<file path="config.mk">
export PLATFORM = sky130hd
export DESIGN_NAME = tss_mac
export DESIGN_NICKNAME = d
export VERILOG_FILES = /design/src/hdl/tss_pkg.sv /design/src/hdl/tss_mac.sv
export SDC_FILE = /design/constraint.sdc
export NUM_CORES = 2
export LEC_CHECK = 0
export BUFFER_PORTS_ARGS = -buffer_cell sky130_fd_sc_hd__buf_2
export CELL_PAD_IN_SITES_DETAIL_PLACEMENT = 2
export CELL_PAD_IN_SITES_GLOBAL_PLACEMENT = 2
export CORE_MARGIN = 1
export CORE_UTILIZATION = 40
export CTS_CLUSTER_DIAMETER = 120
export CTS_CLUSTER_SIZE = 28
export DETAILED_ROUTE_END_ITERATION = 16
export GPL_TIMING_DRIVEN = 0
export PLACE_DENSITY_LB_ADDON = 0.1
export SLEW_MARGIN = 25
export SYNTH_ARGS = -nofsm -noshare
export SYNTH_HDL_FRONTEND = slang
export SYNTH_SLANG_ARGS = --single-unit
</file>
<file path="constraint.sdc">
create_clock -name clk -period 19.1 [get_ports clk]
set_input_delay 0.955 -clock clk [delete_from_list [all_inputs] [get_ports clk]]
set_output_delay 0.955 -clock clk [all_outputs]
set_load 0.01 [all_outputs]
</file>
<file path="src/hdl/tss_pkg.sv">
// ----------------------------------------------------------------------------
// tss_pkg - shared types and constants of the Taylor sine unit
// Holds the sequencer states, the unit result records and the helpers that
// form the term divisor and the saturating accumulate.
// ----------------------------------------------------------------------------
`default_nettype none

package tss_pkg;

  // Highest series index is limited to MAX_TERMS-1.
  localparam int MAX_TERMS = 32;

  localparam int MAG_W = 63;  // term magnitude, Q31.32, at most 2^63-1
  localparam int X2_W  = 41;  // x^2 as Q.32
  localparam int DEN_W = 12;  // (2i+2)(2i+3) for i up to 30
  localparam int ACC_W = 104; // full product magnitude * x^2

  // Divider: a row of cells, one quotient bit each, per cycle.
  localparam int DIV_CELLS = 8;
  localparam int DIV_BITS  = 64;
  localparam int DIV_STEPS = DIV_BITS / DIV_CELLS;
  localparam int DIV_CW    = (DIV_STEPS > 1) ? $clog2(DIV_STEPS) : 1;

  localparam logic signed [63:0] INT64_MAX = 64'sh7FFF_FFFF_FFFF_FFFF;
  localparam logic signed [63:0] INT64_MIN = 64'sh8000_0000_0000_0000;

  typedef enum logic [1:0] {
    ST_IDLE,
    ST_SQUARE,
    ST_MUL,
    ST_DIV
  } tss_state_t;

  typedef struct packed {
    logic             done;
    logic             clip;
    logic [MAG_W-1:0] value;
  } tss_mac_res_t;

  typedef struct packed {
    logic             done;
    logic [MAG_W-1:0] quotient;
  } tss_div_res_t;

  typedef struct packed {
    logic signed [63:0] sum;
    logic               clip;
  } tss_acc_t;

  // (2i+2)(2i+3)
  function automatic logic [DEN_W-1:0] term_den(logic [4:0] idx);
    logic [6:0]  a;
    logic [6:0]  b;
    logic [13:0] p;
    a = {1'b0, idx, 1'b0} + 7'd2;
    b = a + 7'd1;
    p = a * b;
    return p[DEN_W-1:0];
  endfunction

  // Add or subtract a magnitude, clip to the int64 limit on overflow.
  function automatic tss_acc_t sat_add(logic signed [63:0] s, logic [MAG_W-1:0] v,
                                       logic neg);
    logic signed [64:0] w;
    tss_acc_t           r;
    if (neg) w = {s[63], s} - {2'b00, v};
    else     w = {s[63], s} + {2'b00, v};
    if (w[64] != w[63]) begin
      r.clip = 1'b1;
      r.sum  = neg ? INT64_MIN : INT64_MAX;
    end else begin
      r.clip = 1'b0;
      r.sum  = w[63:0];
    end
    return r;
  endfunction

endpackage

`default_nettype wire

</file>
<file path="src/hdl/tss_mac.sv">
// ----------------------------------------------------------------------------
// tss_mac - magnitude times x^2 over four partial products
// One 32x32 product per cycle, registered, then shifted into a wide
// accumulator. Reports the Q31.32 result and whether it clipped.
// ----------------------------------------------------------------------------
`default_nettype none

module tss_mac
  import tss_pkg::*;
(
  input  wire logic             clk,
  input  wire logic             rst,
  input  wire logic             start,
  input  wire logic [MAG_W-1:0] mag,
  input  wire logic [X2_W-1:0]  x2q,
  output tss_mac_res_t          res
);

  logic             run;
  logic [1:0]       part;
  logic             pv;
  logic             plast;
  logic [1:0]       psh;
  logic             done;
  logic [63:0]      prod;
  logic [ACC_W-1:0] acc;

  logic [31:0]      opa;
  logic [31:0]      opb;
  logic [ACC_W-1:0] addend;

  always_comb begin
    opa = part[1] ? {1'b0, mag[MAG_W-1:32]} : mag[31:0];
    opb = part[0] ? {{(64-X2_W){1'b0}}, x2q[X2_W-1:32]} : x2q[31:0];
    case (psh)
      2'd0:    addend = {{(ACC_W-64){1'b0}}, prod};
      2'd3:    addend = {{(ACC_W-64){1'b0}}, prod} << 64;
      default: addend = {{(ACC_W-64){1'b0}}, prod} << 32;
    endcase
  end

  always_ff @(posedge clk) begin
    if (rst) begin
      run  <= 1'b0;
      pv   <= 1'b0;
      done <= 1'b0;
      part <= '0;
    end else begin
      done <= 1'b0;
      pv   <= 1'b0;
      if (start) begin
        run  <= 1'b1;
        part <= '0;
      end else if (run) begin
        pv   <= 1'b1;
        part <= part + 1'b1;
        if (part == 2'd3) run <= 1'b0;
      end
      if (pv && plast) done <= 1'b1;
    end
  end

  always_ff @(posedge clk) begin
    if (run) begin
      prod  <= opa * opb;
      psh   <= part;
      plast <= (part == 2'd3);
    end
    if (start)   acc <= '0;
    else if (pv) acc <= acc + addend;
  end

  assign res.done  = done;
  assign res.clip  = |acc[ACC_W-1:MAG_W+32];
  assign res.value = res.clip ? {MAG_W{1'b1}} : acc[MAG_W+31:32];

endmodule

`default_nettype wire

</file>
==> impl_metrics.ini <==
[run_status]
outcome = complete, no violations

[grt]
first_global_vias = 47400
grt_antenna_before_repair = 17
overflow = 0
grt_max_degree = 42
grt_pass1_wl_um = 339000
grt_usage = 0.409

[timing]
maxSlewHeadroom = 0.187
tightest_slew_ns = 1.22
finalHoldViolCount = 0
slew_violations = 0
setup_viol = 0
finClkSkew_ns = 0.0246
max_freq_ghz = 0.0832
tns_ns = 0
final.period_utilization = 0.629
rsz0062_at_grt = no
min_period_ns = 12.01

[layout]
syn_to_final_growth_pct = 8.27
final_cell_mix = fa_1, inv_1, nor2_1
layout.nets = 7109
drive_above_1_share = 0.0746
finalNonFillerCells = 7270
final_common_cell = fa_1
multi_input_area_um2 = 38200
seq_area_um2 = 4200
num-fill-cells = 13100

[cts]
clk_latency_ns = 0.51
clkTransAtPathRegs_ns = 0.08
ctsHtreeMaxLevel = 4
cts_resized = 0
clock-root-buffer = clkbuf_16
cts_tree = built
clock_sinks = 176
cts-buffers-inserted = 17
hold_buffers = 0
cts_setup_buffers = 0
cts_buffer_depth = 2

[drt]
routed_via_density = 5.85
drt-initial-drc-count = 2907
drt.antenna.violating_nets = 0
firstDrtPassIters = 5
vias = 42600
drc = 0
routedWlPerCell_um = 32.8
finalWirelength_um = 239000

[hold_path]
min_path_cells = 2
min_from = acc[73]$_SDFFE_PP0P_
holdPathEnd = acc[73]$_SDFFE_PP0P_
min_path_type = flip-flop to flip-flop

[yosys]
netlist.area_leader.share = 0.385
synth_nets = 6903
syn_inst = 5530
synth_top_area_cell = fa_1
ys_seq_elements = 176
synthTopCellsByArea = fa_1, ha_1, inv_1
synth_edf_count = 67
synth_cell_types = 88
synth_ff_type = dfxtp_1
yosysSeqAreaShare = 0.0899
synth_warnings = 0
synth_area_um2 = 46600
synthArstFlopShare = 0
synth_area_per_cell_um2 = 8.44

[worst_setup_path]
cp_slowest_cell = mux2i_2
crit_arrival_ns = 12.25
crit_top_cell = fa_1
start_kind = flip-flop
crit_path_max_incr_delay_ns = 0.97
reg2regPathDepth = 29
endpoint_kind = flip-flop
r2r_start = part[0]$_SDFFE_PP0P_
cp_max_fo = 10
reg2reg_slack_ns = 7.09
worstPathRequired_ns = 19.34
r2r_end = prod[63]$_DFFE_PP_
crit_type = flip-flop to flip-flop

[placed_design]
port-buffer-count = 171
dp_cells = 7226
gp_congestion = 1.06
dpl.hpwl_um = 202000

[die]
initial_core_util = 0.406
io_pins = 172
rows = 124
die_y_um = 343
die-area_um2 = 118000
core_area_um2 = 115000
chipWidth_um = 343

[job]
max_cap_violations = 0
==> cells in the mapped netlist (all sizes together), types with 12 or more instances <==
master	number
a21o	67
nor2	751
o21bai	42
a21boi	12
or2	69
nor2b	37
xnor2	106
mux2i	90
mux2	40
xor2	54
nand2b	40
edfxtp	67
ha	369
nand2	747
nor4	15
clkbuf	266
fa	897
nand4	68
a22o	34
a31oi	23
a21oi	240
nand3	35
inv	896
dfxtp	109
and2	43
a211oi	22
o21a	25
buf	27
nor3	26
o21ai	208
o31ai	14
==> worst max-delay path: cells and delay by family, from the launching register on <==
family,cells,cell delay (ns)
fa+ha+maj,9,4.43
compound gates,10,3.00
buf+inv,7,2.44
mux,1,0.97
flops,1,0.64
simple gates,1,0.15
xor+xnor,1,0.12
==> logic make-up after synthesis <==
kind of cell             after synthesis  synth area share
AO/OA/AOI/OAI                        749             0.103
XOR/XNOR                             160            0.0300
adder cells (fa/ha/maj)             1266             0.484
buffers and inverters               1189            0.0959
flip-flops                           176            0.0899
multiplexers                         130            0.0290
AND/OR/NAND/NOR                     1860             0.168
==> through the flow <==
step	utilization	hold WS [ns]	area (um^2)	setup WS [ns]
final	0.439	0.483	50500	7.09
after global routing	0.439	0.507	50500	6.89
after CTS	0.439	0.483	50400	7.00
after detailed placement	0.434	0.475	49900	7.02
after global placement	0.430	0.458	49400	6.49
after floorplan	-	0.438	46600	10.70
==> worst max path at each step <==
stage	from	to	slack, ns	cells after the start
CTS	part[0]$_SDFFE_PP0P_	prod[63]$_DFFE_PP_	7.00	29
floorplan	part[1]$_SDFFE_PP0P_	prod[63]$_DFFE_PP_	10.70	30
global placement	part[1]$_SDFFE_PP0P_	prod[63]$_DFFE_PP_	6.49	27
finish	part[0]$_SDFFE_PP0P_	prod[63]$_DFFE_PP_	7.09	29
detailed placement	part[0]$_SDFFE_PP0P_	prod[63]$_DFFE_PP_	7.02	29
global route	part[0]$_SDFFE_PP0P_	prod[63]$_DFFE_PP_	6.89	29
==> metal layers <==
metal  part of all wire  vias to the layer above  track usage
li1                   -                    17700            -
met1               0.38                    22300        0.484
met2               0.46                     1885        0.672
met3              0.079                      635       0.0839
met4              0.078                       16        0.273
met5            0.00044                        -            0
==> flip-flops by register name, summed over array words and instances (netlist names) <==
register and flops:
plast 1, part 2, acc 104, pv 1, prod 64, done 1
run 1, psh 2
==> area by class of cell <==
cell class              instances  share of cell area
clock buffers                  19             0.00857
well taps                    1512              0.0375
inverters                     896              0.0666
diodes                          9            0.000446
flip-flops and latches        176              0.0831
multi-input cells            4165               0.757
repair buffers                187              0.0219
clock inverters                13             0.00250
plain buffers                 293              0.0228
Power is not shown: default switching activity piles up to over one toggle a cycle in this logic, so the estimate is an artifact.
