===== src/hdl/tss_pkg.sv =====
// ----------------------------------------------------------------------------
// tss_pkg - shared types and constants of the Taylor sine unit
// Holds the sequencer states, the unit result records and the helpers that
// form the term divisor and the saturating accumulate.
// ----------------------------------------------------------------------------
`default_nettype none

package tss_pkg;

  // Highest series index is limited to MAX_TERMS-1.
  localparam int MAX_TERMS = 32;

  localparam int MAG_W = 63;  // term magnitude, Q31.32, at most 2^63-1
  localparam int X2_W  = 41;  // x^2 as Q.32
  localparam int DEN_W = 12;  // (2i+2)(2i+3) for i up to 30
  localparam int ACC_W = 104; // full product magnitude * x^2

  // Divider: a row of cells, one quotient bit each, per cycle.
  localparam int DIV_CELLS = 8;
  localparam int DIV_BITS  = 64;
  localparam int DIV_STEPS = DIV_BITS / DIV_CELLS;
  localparam int DIV_CW    = (DIV_STEPS > 1) ? $clog2(DIV_STEPS) : 1;

  localparam logic signed [63:0] INT64_MAX = 64'sh7FFF_FFFF_FFFF_FFFF;
  localparam logic signed [63:0] INT64_MIN = 64'sh8000_0000_0000_0000;

  typedef enum logic [1:0] {
    ST_IDLE,
    ST_SQUARE,
    ST_MUL,
    ST_DIV
  } tss_state_t;

  typedef struct packed {
    logic             done;
    logic             clip;
    logic [MAG_W-1:0] value;
  } tss_mac_res_t;

  typedef struct packed {
    logic             done;
    logic [MAG_W-1:0] quotient;
  } tss_div_res_t;

  typedef struct packed {
    logic signed [63:0] sum;
    logic               clip;
  } tss_acc_t;

  // (2i+2)(2i+3)
  function automatic logic [DEN_W-1:0] term_den(logic [4:0] idx);
    logic [6:0]  a;
    logic [6:0]  b;
    logic [13:0] p;
    a = {1'b0, idx, 1'b0} + 7'd2;
    b = a + 7'd1;
    p = a * b;
    return p[DEN_W-1:0];
  endfunction

  // Add or subtract a magnitude, clip to the int64 limit on overflow.
  function automatic tss_acc_t sat_add(logic signed [63:0] s, logic [MAG_W-1:0] v,
                                       logic neg);
    logic signed [64:0] w;
    tss_acc_t           r;
    if (neg) w = {s[63], s} - {2'b00, v};
    else     w = {s[63], s} + {2'b00, v};
    if (w[64] != w[63]) begin
      r.clip = 1'b1;
      r.sum  = neg ? INT64_MIN : INT64_MAX;
    end else begin
      r.clip = 1'b0;
      r.sum  = w[63:0];
    end
    return r;
  endfunction

endpackage

`default_nettype wire


===== src/hdl/tss_div_cell.sv =====
// ----------------------------------------------------------------------------
// tss_div_cell - one restoring division step
// Shifts one dividend bit into the partial remainder and subtracts the
// divisor when it fits.
// ----------------------------------------------------------------------------
`default_nettype none

module tss_div_cell
  import tss_pkg::*;
(
  input  wire logic [DEN_W-1:0] rem_in,
  input  wire logic             bit_in,
  input  wire logic [DEN_W-1:0] den,
  output logic      [DEN_W-1:0] rem_out,
  output logic                  q
);

  logic [DEN_W:0] r2;
  logic [DEN_W:0] diff;

  always_comb begin
    r2   = {rem_in, bit_in};
    diff = r2 - {1'b0, den};
    q    = (r2 >= {1'b0, den});
    rem_out = q ? diff[DEN_W-1:0] : r2[DEN_W-1:0];
  end

endmodule

`default_nettype wire


===== src/hdl/tss_div_row.sv =====
// ----------------------------------------------------------------------------
// tss_div_row - iterative divider built from a row of division cells
// Each cycle the remainder passes down the row, consuming DIV_CELLS dividend
// bits; the quotient is ready when the done strobe is raised.
// ----------------------------------------------------------------------------
`default_nettype none

module tss_div_row
  import tss_pkg::*;
(
  input  wire logic             clk,
  input  wire logic             rst,
  input  wire logic             start,
  input  wire logic [MAG_W-1:0] dividend,
  input  wire logic [DEN_W-1:0] den,
  output tss_div_res_t          res
);

  logic [DIV_BITS-1:0] dvd;
  logic [DIV_BITS-1:0] quo;
  logic [DEN_W-1:0]    rem;
  logic [DIV_CW-1:0]   cnt;
  logic                run;
  logic                done;

  logic [DEN_W-1:0]     rc [0:DIV_CELLS];
  logic [DIV_CELLS-1:0] qb;

  assign rc[0] = rem;

  for (genvar k = 0; k < DIV_CELLS; k++) begin : g_cells
    tss_div_cell u_cell (
      .rem_in (rc[k]),
      .bit_in (dvd[DIV_BITS-1-k]),
      .den    (den),
      .rem_out(rc[k+1]),
      .q      (qb[DIV_CELLS-1-k])
    );
  end

  always_ff @(posedge clk) begin
    if (rst) begin
      run  <= 1'b0;
      done <= 1'b0;
      cnt  <= '0;
    end else begin
      done <= 1'b0;
      if (start) begin
        run <= 1'b1;
        cnt <= '0;
      end else if (run) begin
        cnt <= cnt + 1'b1;
        if (cnt == DIV_CW'(DIV_STEPS - 1)) begin
          run  <= 1'b0;
          done <= 1'b1;
        end
      end
    end
  end

  always_ff @(posedge clk) begin
    if (start) begin
      dvd <= {{(DIV_BITS-MAG_W){1'b0}}, dividend};
      rem <= '0;
    end else if (run) begin
      dvd <= dvd << DIV_CELLS;
      quo <= {quo[DIV_BITS-DIV_CELLS-1:0], qb};
      rem <= rc[DIV_CELLS];
    end
  end

  assign res.done     = done;
  assign res.quotient = quo[MAG_W-1:0];

endmodule

`default_nettype wire


===== config.mk =====
export PLATFORM = sky130hd
export DESIGN_NAME = tss_div_row
export DESIGN_NICKNAME = d
export VERILOG_FILES = /design/src/hdl/tss_pkg.sv /design/src/hdl/tss_div_cell.sv /design/src/hdl/tss_div_row.sv
export SDC_FILE = /design/constraint.sdc
export NUM_CORES = 1
export LEC_CHECK = 0
export ABC_AREA = 1
export BUFFER_PORTS_ARGS = -buffer_cell sky130_fd_sc_hd__buf_2
export CAP_MARGIN = 10
export CELL_PAD_IN_SITES_DETAIL_PLACEMENT = 0
export CELL_PAD_IN_SITES_GLOBAL_PLACEMENT = 2
export CORE_MARGIN = 2
export CORE_UTILIZATION = 37
export CTS_CLUSTER_SIZE = 10
export DETAILED_ROUTE_END_ITERATION = 16
export GPL_ROUTABILITY_DRIVEN = 0
export GPL_TIMING_DRIVEN = 0
export PLACE_DENSITY = 0.89
export REMOVE_ABC_BUFFERS = 1
export SLEW_MARGIN = 20
export SYNTH_ARGS = -nofsm -noshare
export SYNTH_HDL_FRONTEND = slang
export SYNTH_HIERARCHICAL = 1
export SYNTH_SLANG_ARGS = --single-unit

===== constraint.sdc =====
create_clock -name clk -period 27.2 [get_ports clk]
set_input_delay 5.44 -clock clk [delete_from_list [all_inputs] [get_ports clk]]
set_output_delay 5.44 -clock clk [all_outputs]
set_load 0.02 [all_outputs]

==> results_tabular.tex, run 1 <==
\begin{tabular}{lr}
\hline
Metric & Value \\
\hline
\multicolumn{2}{l}{\textbf{Outcome}} \\
Status & finished clean \\
\multicolumn{2}{l}{\textbf{Finish}} \\
Multi-input combinational cell area & approximately 7600 um2 \\
Post-layout net count & between 2000 and 2500 \\
Fraction of layout cells with a size suffix above 1 & 18.4\% \\
Final standard cell area without fillers & around 15000 um2 \\
Layout Utilization & $\sim$42\% \\
Count of antenna diodes in the layout & 0 \\
Number of standard cells in the layout, taps in and fillers out & approximately 2500 \\
Area occupied by registers & 4140 um2 \\
Area Overhead vs Synth & 12.5\% \\
FILL cells & 3810 \\
\multicolumn{2}{l}{\textbf{Timing}} \\
Final hold viol count & 0 \\
Remaining max-slew budget at the tightest pin & 40.2\% \\
Final-layout setup total negative slack & 0 ps \\
RSZ-0062 raised after global routing & no \\
Final min period & 18730 ps \\
Final setup violation count & 0 \\
Max Transition Viols Final & 0 \\
Final period utilization & 68.9\% \\
Layout Skew & 9.84 ps \\
Transition time at the pin with the least slew margin & 896 ps \\
Fmax achieved & 53.4 MHz \\
\multicolumn{2}{l}{\textbf{Synth}} \\
Top cell type by total area after synthesis & edfxtp\_1 \\
Cells after Synth & 1875 \\
Xor/xnor cell area share of the yosys netlist & 3.14\% \\
Post-synthesis share of cell area spent on full adders, half adders and majority gates & between 10\% and 20\% \\
Post-synthesis sequential element count & 144 \\
Post-synth cell types & 29 \\
Share of synthesized area spent on multiplexers & 0\% \\
Proportion of synthesized chip area in sequential cells & 31.0\% \\
Mean area per synthesized cell & 7.13 um2 \\
Synth Area in Compound Gates & 4.34\% \\
Combinational family with the most area after synthesis & simple AND/OR/NAND/NOR gates \\
Area share of the largest cell type after synthesis & 28.3\% \\
Synthesized-area fraction occupied by and/or/nand/nor cells & between 30\% and 40\% \\
Cell area after technology mapping & 13400 um2 \\
Ranking of synthesized cells by area & edfxtp\_1, nand2\_1, inv\_1 \\
Number of warnings printed during yosys synthesis & 6 \\
\multicolumn{2}{l}{\textbf{Worst setup path}} \\
Startpoint Class & primary input \\
Total buffers and inverters traversed by the critical path & 5 \\
FF-to-FF setup slack & $\sim$14000 ps \\
Maximum fanout along the worst path & 19 \\
Worst endpoint required time & 27570 ps \\
Worst setup path class & primary input to register \\
Data arrival time at the worst-slack endpoint & 19100 ps \\
Critical-path cell with the highest stage delay & o21ai\_0 \\
Top cell by count, worst path & nand2\_1 \\
Delay-heaviest family, CP & simple AND/OR/NAND/NOR gates \\
Critical path endpoint category & register \\
Longest individual stage delay on the worst path & about 630 ps \\
\multicolumn{2}{l}{\textbf{Flow run}} \\
Maximum capacitance violations & 0 \\
\multicolumn{2}{l}{\textbf{Placement}} \\
Post-placement cell count & 2455 \\
Number of buffers added on ports & around 140 \\
Placed inst area & 14500 um2 \\
HPWL reported at the end of detailed placement & 27.9 mm \\
\multicolumn{2}{l}{\textbf{Clock network}} \\
Clock root buffer & clkbuf\_16 \\
Clock tree from TritonCTS & done \\
Register clock-pin slew on the reported worst setup and hold paths & 60 ps \\
Number of buffers created by CTS & 17 \\
CTS sink count & roughly 140 \\
Clk\_lat worst skew & between 400 and 500 ps \\
Post-cts hold buffer count & 0 \\
Count of instances resized after the clock tree is built & 0 \\
Number of buffers on the longest clock path & 2 \\
Number of H-tree levels & 4 \\
Number of setup buffers added after CTS & 0 \\
\multicolumn{2}{l}{\textbf{GRT}} \\
Global-route wire length before repair & 57.7 mm \\
Total congestion overflow after global routing & 0 \\
Pin count of the biggest net entering global routing & between 60 and 70 \\
Via count of the first global-routing pass & 11100 \\
Antenna violations before repair & 3 \\
Global routing usage on met1 & 25.0\% \\
Global routing's busiest layer & met2 \\
Routing usage on met3 & 3.69\% \\
Total global-route track usage & between 10\% and 20\% \\
GRT met2 Usage & 32.7\% \\
\multicolumn{2}{l}{\textbf{Die}} \\
I/O pin cnt & 142 \\
Die outline width & between 150 and 200 um \\
Die Footprint & 37700 um2 \\
Core Area & $\sim$36000 um2 \\
Vertical extent of the die & 194 um \\
Number of standard-cell rows in the floorplan & between 60 and 70 \\
Starting utilization of the core area & 37.6\% \\
\multicolumn{2}{l}{\textbf{Route}} \\
Post-Route WL & $\sim$36 mm \\
Post-detailed-route via-to-cell ratio & 4.76 \\
Antenna-violating nets left & 0 \\
Post-DR wirelength/cell & 14.5 um \\
Remaining design rule violation count & 0 \\
1st-pass router iterations & 5 \\
Vias & $\sim$12000 \\
Iteration-0 DRC count of the detailed router & 739 \\
\multicolumn{2}{l}{\textbf{Min path}} \\
Type of the most critical hold path & register to register \\
\hline
\end{tabular}
## kinds of logic (layout without fill, tap and decap cells)
| family | after synthesis | after routing |
|---|---|---|
| adders and majority gates | 106 | 106 |
| xor gates and xnor gates | 48 | 48 |
| buffers and inverters | 401 | 552 |
| DFF | 144 | 144 |
| AOI/OAI and AO/OA | 80 | 80 |
| and+or+nand+nor | 1096 | 1096 |
## cells in the final DEF, fill, tap and decap left out, drive strengths merged, types with 16 or more instances in the layout
master	count
nand2	758
inv	381
buf	144
nand3	128
edfxtp	126
nor2	106
ha	98
nand4	72
o21ai	48
xor2	40
a21oi	32
clkbuf	19
dfxtp	18
nand3b	16
nor3	16
## synth_stat cells
master / count
nand2_1: 710
inv_1: 348
edfxtp_1: 126
ha_1: 98
nor2_1: 80
nand3_1: 72
nand4_1: 72
nand3_2: 48
nand2_2: 40
xor2_1: 40
inv_2: 28
a21oi_1: 24
o21ai_0: 24
o21ai_2: 24
dfxtp_1: 18
nor2_2: 17
nand3b_1: 16
buf_2: 14
nor2_4: 9
a21oi_4: 8
buf_12: 8
fa_1: 8
nand2_4: 8
nand3_4: 8
nor3_1: 8
nor3_2: 8
xnor2_1: 8
buf_4: 2
clkbuf_1: 1
## registers in the layout, indices dropped and copies added, names as in the netlist
name / cells
cnt: 3
done: 1
dvd: 64
rem: 12
run: 1
quo: 63
## layer usage
layer | routed length, um | vias up | share of wire (%)
li1 | - | 6165 | -
met1 | 16700 | 5399 | 46
met2 | 17100 | 227 | 47
met3 | 1810 | 30 | 5.0
met4 | 460 | 6 | 1.3
met5 | 38 | - | 0.11
## cell type report
type / count / share of cell area (%)
well taps: 461 / 3.83
multi-input cells: 1330 / 50.3
inverters: 376 / 9.39
clock buffers: 19 / 2.88
repair buffers: 144 / 5.15
flip-flops and latches: 144 / 27.5
clock inverters: 13 / 0.865
## worst paths after layout
path	cells past startpoint	start	end
max	68	den[1]	rem[0]$_SDFFE_PP0P_
min	2	dvd[55]$_DFFE_PP_	dvd[63]$_SDFFE_PP0P_
max reg2reg	66	rem[7]$_SDFFE_PP0P_	rem[0]$_SDFFE_PP0P_
min reg2reg	2	dvd[55]$_DFFE_PP_	dvd[63]$_SDFFE_PP0P_
## worst register-to-register path, delay by kind of cell, from the launching register on
family                     cells  cell delay (ps)
and+or+nand+nor               45             6060
AOI/OAI and AO/OA              9             3840
adders and majority gates      8             3080
DFF                            1              330
buffers and inverters          4              220
## per-stage QoR
step	setup WS [ps]	hold WS, ps
2_1_floorplan	11850	412
3_3_place_gp	7840	423
3_5_place_dp	7940	427
4_1_cts	8330	441
5_1_grt	7490	450
6_report	8470	434
Power of run 1 is not shown: default switching activity piles up to over one toggle a cycle in this logic, so the estimate is an artifact.
==> inputs of run 2 (changes only) <==
- CORE_UTILIZATION: 37 -> 35
- PLACE_DENSITY: 0.89 -> 0.85
- clock period: 27.2 -> 19.2 ns (I/O delays scaled with it)
==> results_tabular.tex, run 2 (synthesis gave the netlist of run 1 again) <==
\begin{tabular}{lr}
\hline
Metric & Value \\
\hline
\multicolumn{2}{l}{\textbf{Outcome}} \\
Status & finished clean \\
\multicolumn{2}{l}{\textbf{Placement}} \\
Number of buffers added on ports & 141 \\
HPWL reported at the end of detailed placement & 28.0 mm \\
Placed inst area & 14500 um2 \\
\multicolumn{2}{l}{\textbf{Timing}} \\
Remaining max-slew budget at the tightest pin & 39.4\% \\
Final period utilization & 89.1\% \\
Transition time at the pin with the least slew margin & 908 ps \\
Final hold viol count & 0 \\
Fmax achieved & just under 60 MHz \\
Final setup violation count & 0 \\
Layout Skew & 15.1 ps \\
Final min period & 17100 ps \\
RSZ-0062 raised after global routing & no \\
Max Transition Viols Final & 0 \\
Final-layout setup total negative slack & 0 ps \\
\multicolumn{2}{l}{\textbf{Route}} \\
Post-DR wirelength/cell & 14.1 um \\
Post-detailed-route via-to-cell ratio & 4.56 \\
1st-pass router iterations & 5 \\
Post-Route WL & 35.8 mm \\
Vias & 11600 \\
Antenna-violating nets left & 0 \\
Remaining design rule violation count & 0 \\
Iteration-0 DRC count of the detailed router & between 600 and 700 \\
\multicolumn{2}{l}{\textbf{Worst setup path}} \\
Maximum fanout along the worst path & 19 \\
Data arrival time at the worst-slack endpoint & 17500 ps \\
Startpoint Class & primary input \\
Worst endpoint required time & 19600 ps \\
Longest individual stage delay on the worst path & roughly 580 ps \\
FF-to-FF setup slack & between 5000 and 6000 ps \\
Top cell by count, worst path & nand2\_1 \\
Worst setup path class & primary input to register \\
Critical-path cell with the highest stage delay & o21ai\_0 \\
Critical path endpoint category & register \\
Total buffers and inverters traversed by the critical path & 7 \\
Delay-heaviest family, CP & simple AND/OR/NAND/NOR gates \\
\multicolumn{2}{l}{\textbf{Finish}} \\
Most common library cell in the layout ignoring fill and taps & nand2\_1 \\
Flip-flop count of the largest register after layout & 64 \\
Commonest cells after routing, fill and taps aside & nand2\_1, inv\_1, buf\_2 \\
Largest registers ranked by flip-flop count & dvd x64, quo x63, rem x12 \\
Fraction of layout cells with a size suffix above 1 & 18.4\% \\
Final standard cell area without fillers & 15100 um2 \\
FILL cells & 4102 \\
Area Overhead vs Synth & 13.2\% \\
Post-layout net count & 2196 \\
Most flop-heavy register & dvd \\
Count of antenna diodes in the layout & 0 \\
\multicolumn{2}{l}{\textbf{GRT}} \\
Pin count of the biggest net entering global routing & a little under 70 \\
Total congestion overflow after global routing & 0 \\
Via count of the first global-routing pass & 11100 \\
Total global-route track usage & a little under a fifth \\
Global-route wire length before repair & 57.3 mm \\
Antenna violations before repair & 0 \\
\multicolumn{2}{l}{\textbf{Die}} \\
Die Footprint & 39800 um2 \\
Number of standard-cell rows in the floorplan & 71 \\
Core Area & 37700 um2 \\
I/O pin cnt & about 140 \\
Vertical extent of the die & 199 um \\
Starting utilization of the core area & a little over a third \\
Die outline width & 199 um \\
\multicolumn{2}{l}{\textbf{Clock network}} \\
Number of setup buffers added after CTS & 0 \\
Register clock-pin slew on the reported worst setup and hold paths & 70 ps \\
Count of instances resized after the clock tree is built & 0 \\
Clock tree from TritonCTS & done \\
Clock root buffer & clkbuf\_16 \\
Clk\_lat worst skew & 460 ps \\
Post-cts hold buffer count & 0 \\
Number of H-tree levels & 4 \\
CTS sink count & 144 \\
Number of buffers created by CTS & 17 \\
Number of buffers on the longest clock path & 2 \\
\multicolumn{2}{l}{\textbf{Min path}} \\
Type of the most critical hold path & register to register \\
\multicolumn{2}{l}{\textbf{Flow run}} \\
Maximum capacitance violations & 0 \\
\hline
\end{tabular}
-- run 2: final timing paths --
| check | cells past startpoint | end | from |
|---|---|---|---|
| worst max-delay path | 68 | rem[2]$_SDFFE_PP0P_ | den[1] |
| worst min-delay path | 0 | quo[60]$_DFFE_PP_ | quo[52]$_DFFE_PP_ |
| worst max register to register | 66 | rem[2]$_SDFFE_PP0P_ | rem[7]$_SDFFE_PP0P_ |
| worst min register to register | 0 | quo[60]$_DFFE_PP_ | quo[52]$_DFFE_PP_ |
-- run 2: stage by stage --
step,worst slack [ps],hold slack [ps],cells,util (%)
finish,2100,443,2536,40.2
floorplan,5450,412,1850,-
global placement,1350,423,2502,38.4
CTS,1920,444,2536,40.2
global route,906,451,2536,40.2
detailed placement,1480,429,2504,38.6
-- run 2: final cells by class --
cell class / count / area (um2) / share of cell area, %
clock buffer: 17 / 425 / 2.81
clock inverter: 15 / 194 / 1.28
tap: 511 / 639 / 4.22
sequential: 144 / 4140 / 27.4
inverter: 376 / 1410 / 9.34
timing repair buffer: 143 / 748 / 4.94
multi-input combinational: 1330 / 7580 / 50.0
-- run 2: routing by layer --
layer  up-vias  wire length (um)  GRT usage, %
met3        25              1390          3.27
met5         -                 0             0
met1      5149             17700          25.0
li1       6193                 -             -
met2       206             16400          31.5
met4         0               336          3.43
-- run 2: worst reg2reg max path: cells and delay by family (launching register included) --
family / cells / cell delay [ps]
buffers and inverters: 6 / 290
adder cells (fa/ha/maj): 8 / 3060
AND/OR/NAND/NOR: 43 / 5990
AO/OA/AOI/OAI: 9 / 3920
flip-flops: 1 / 340
Power of run 2 is left out for the same reason.
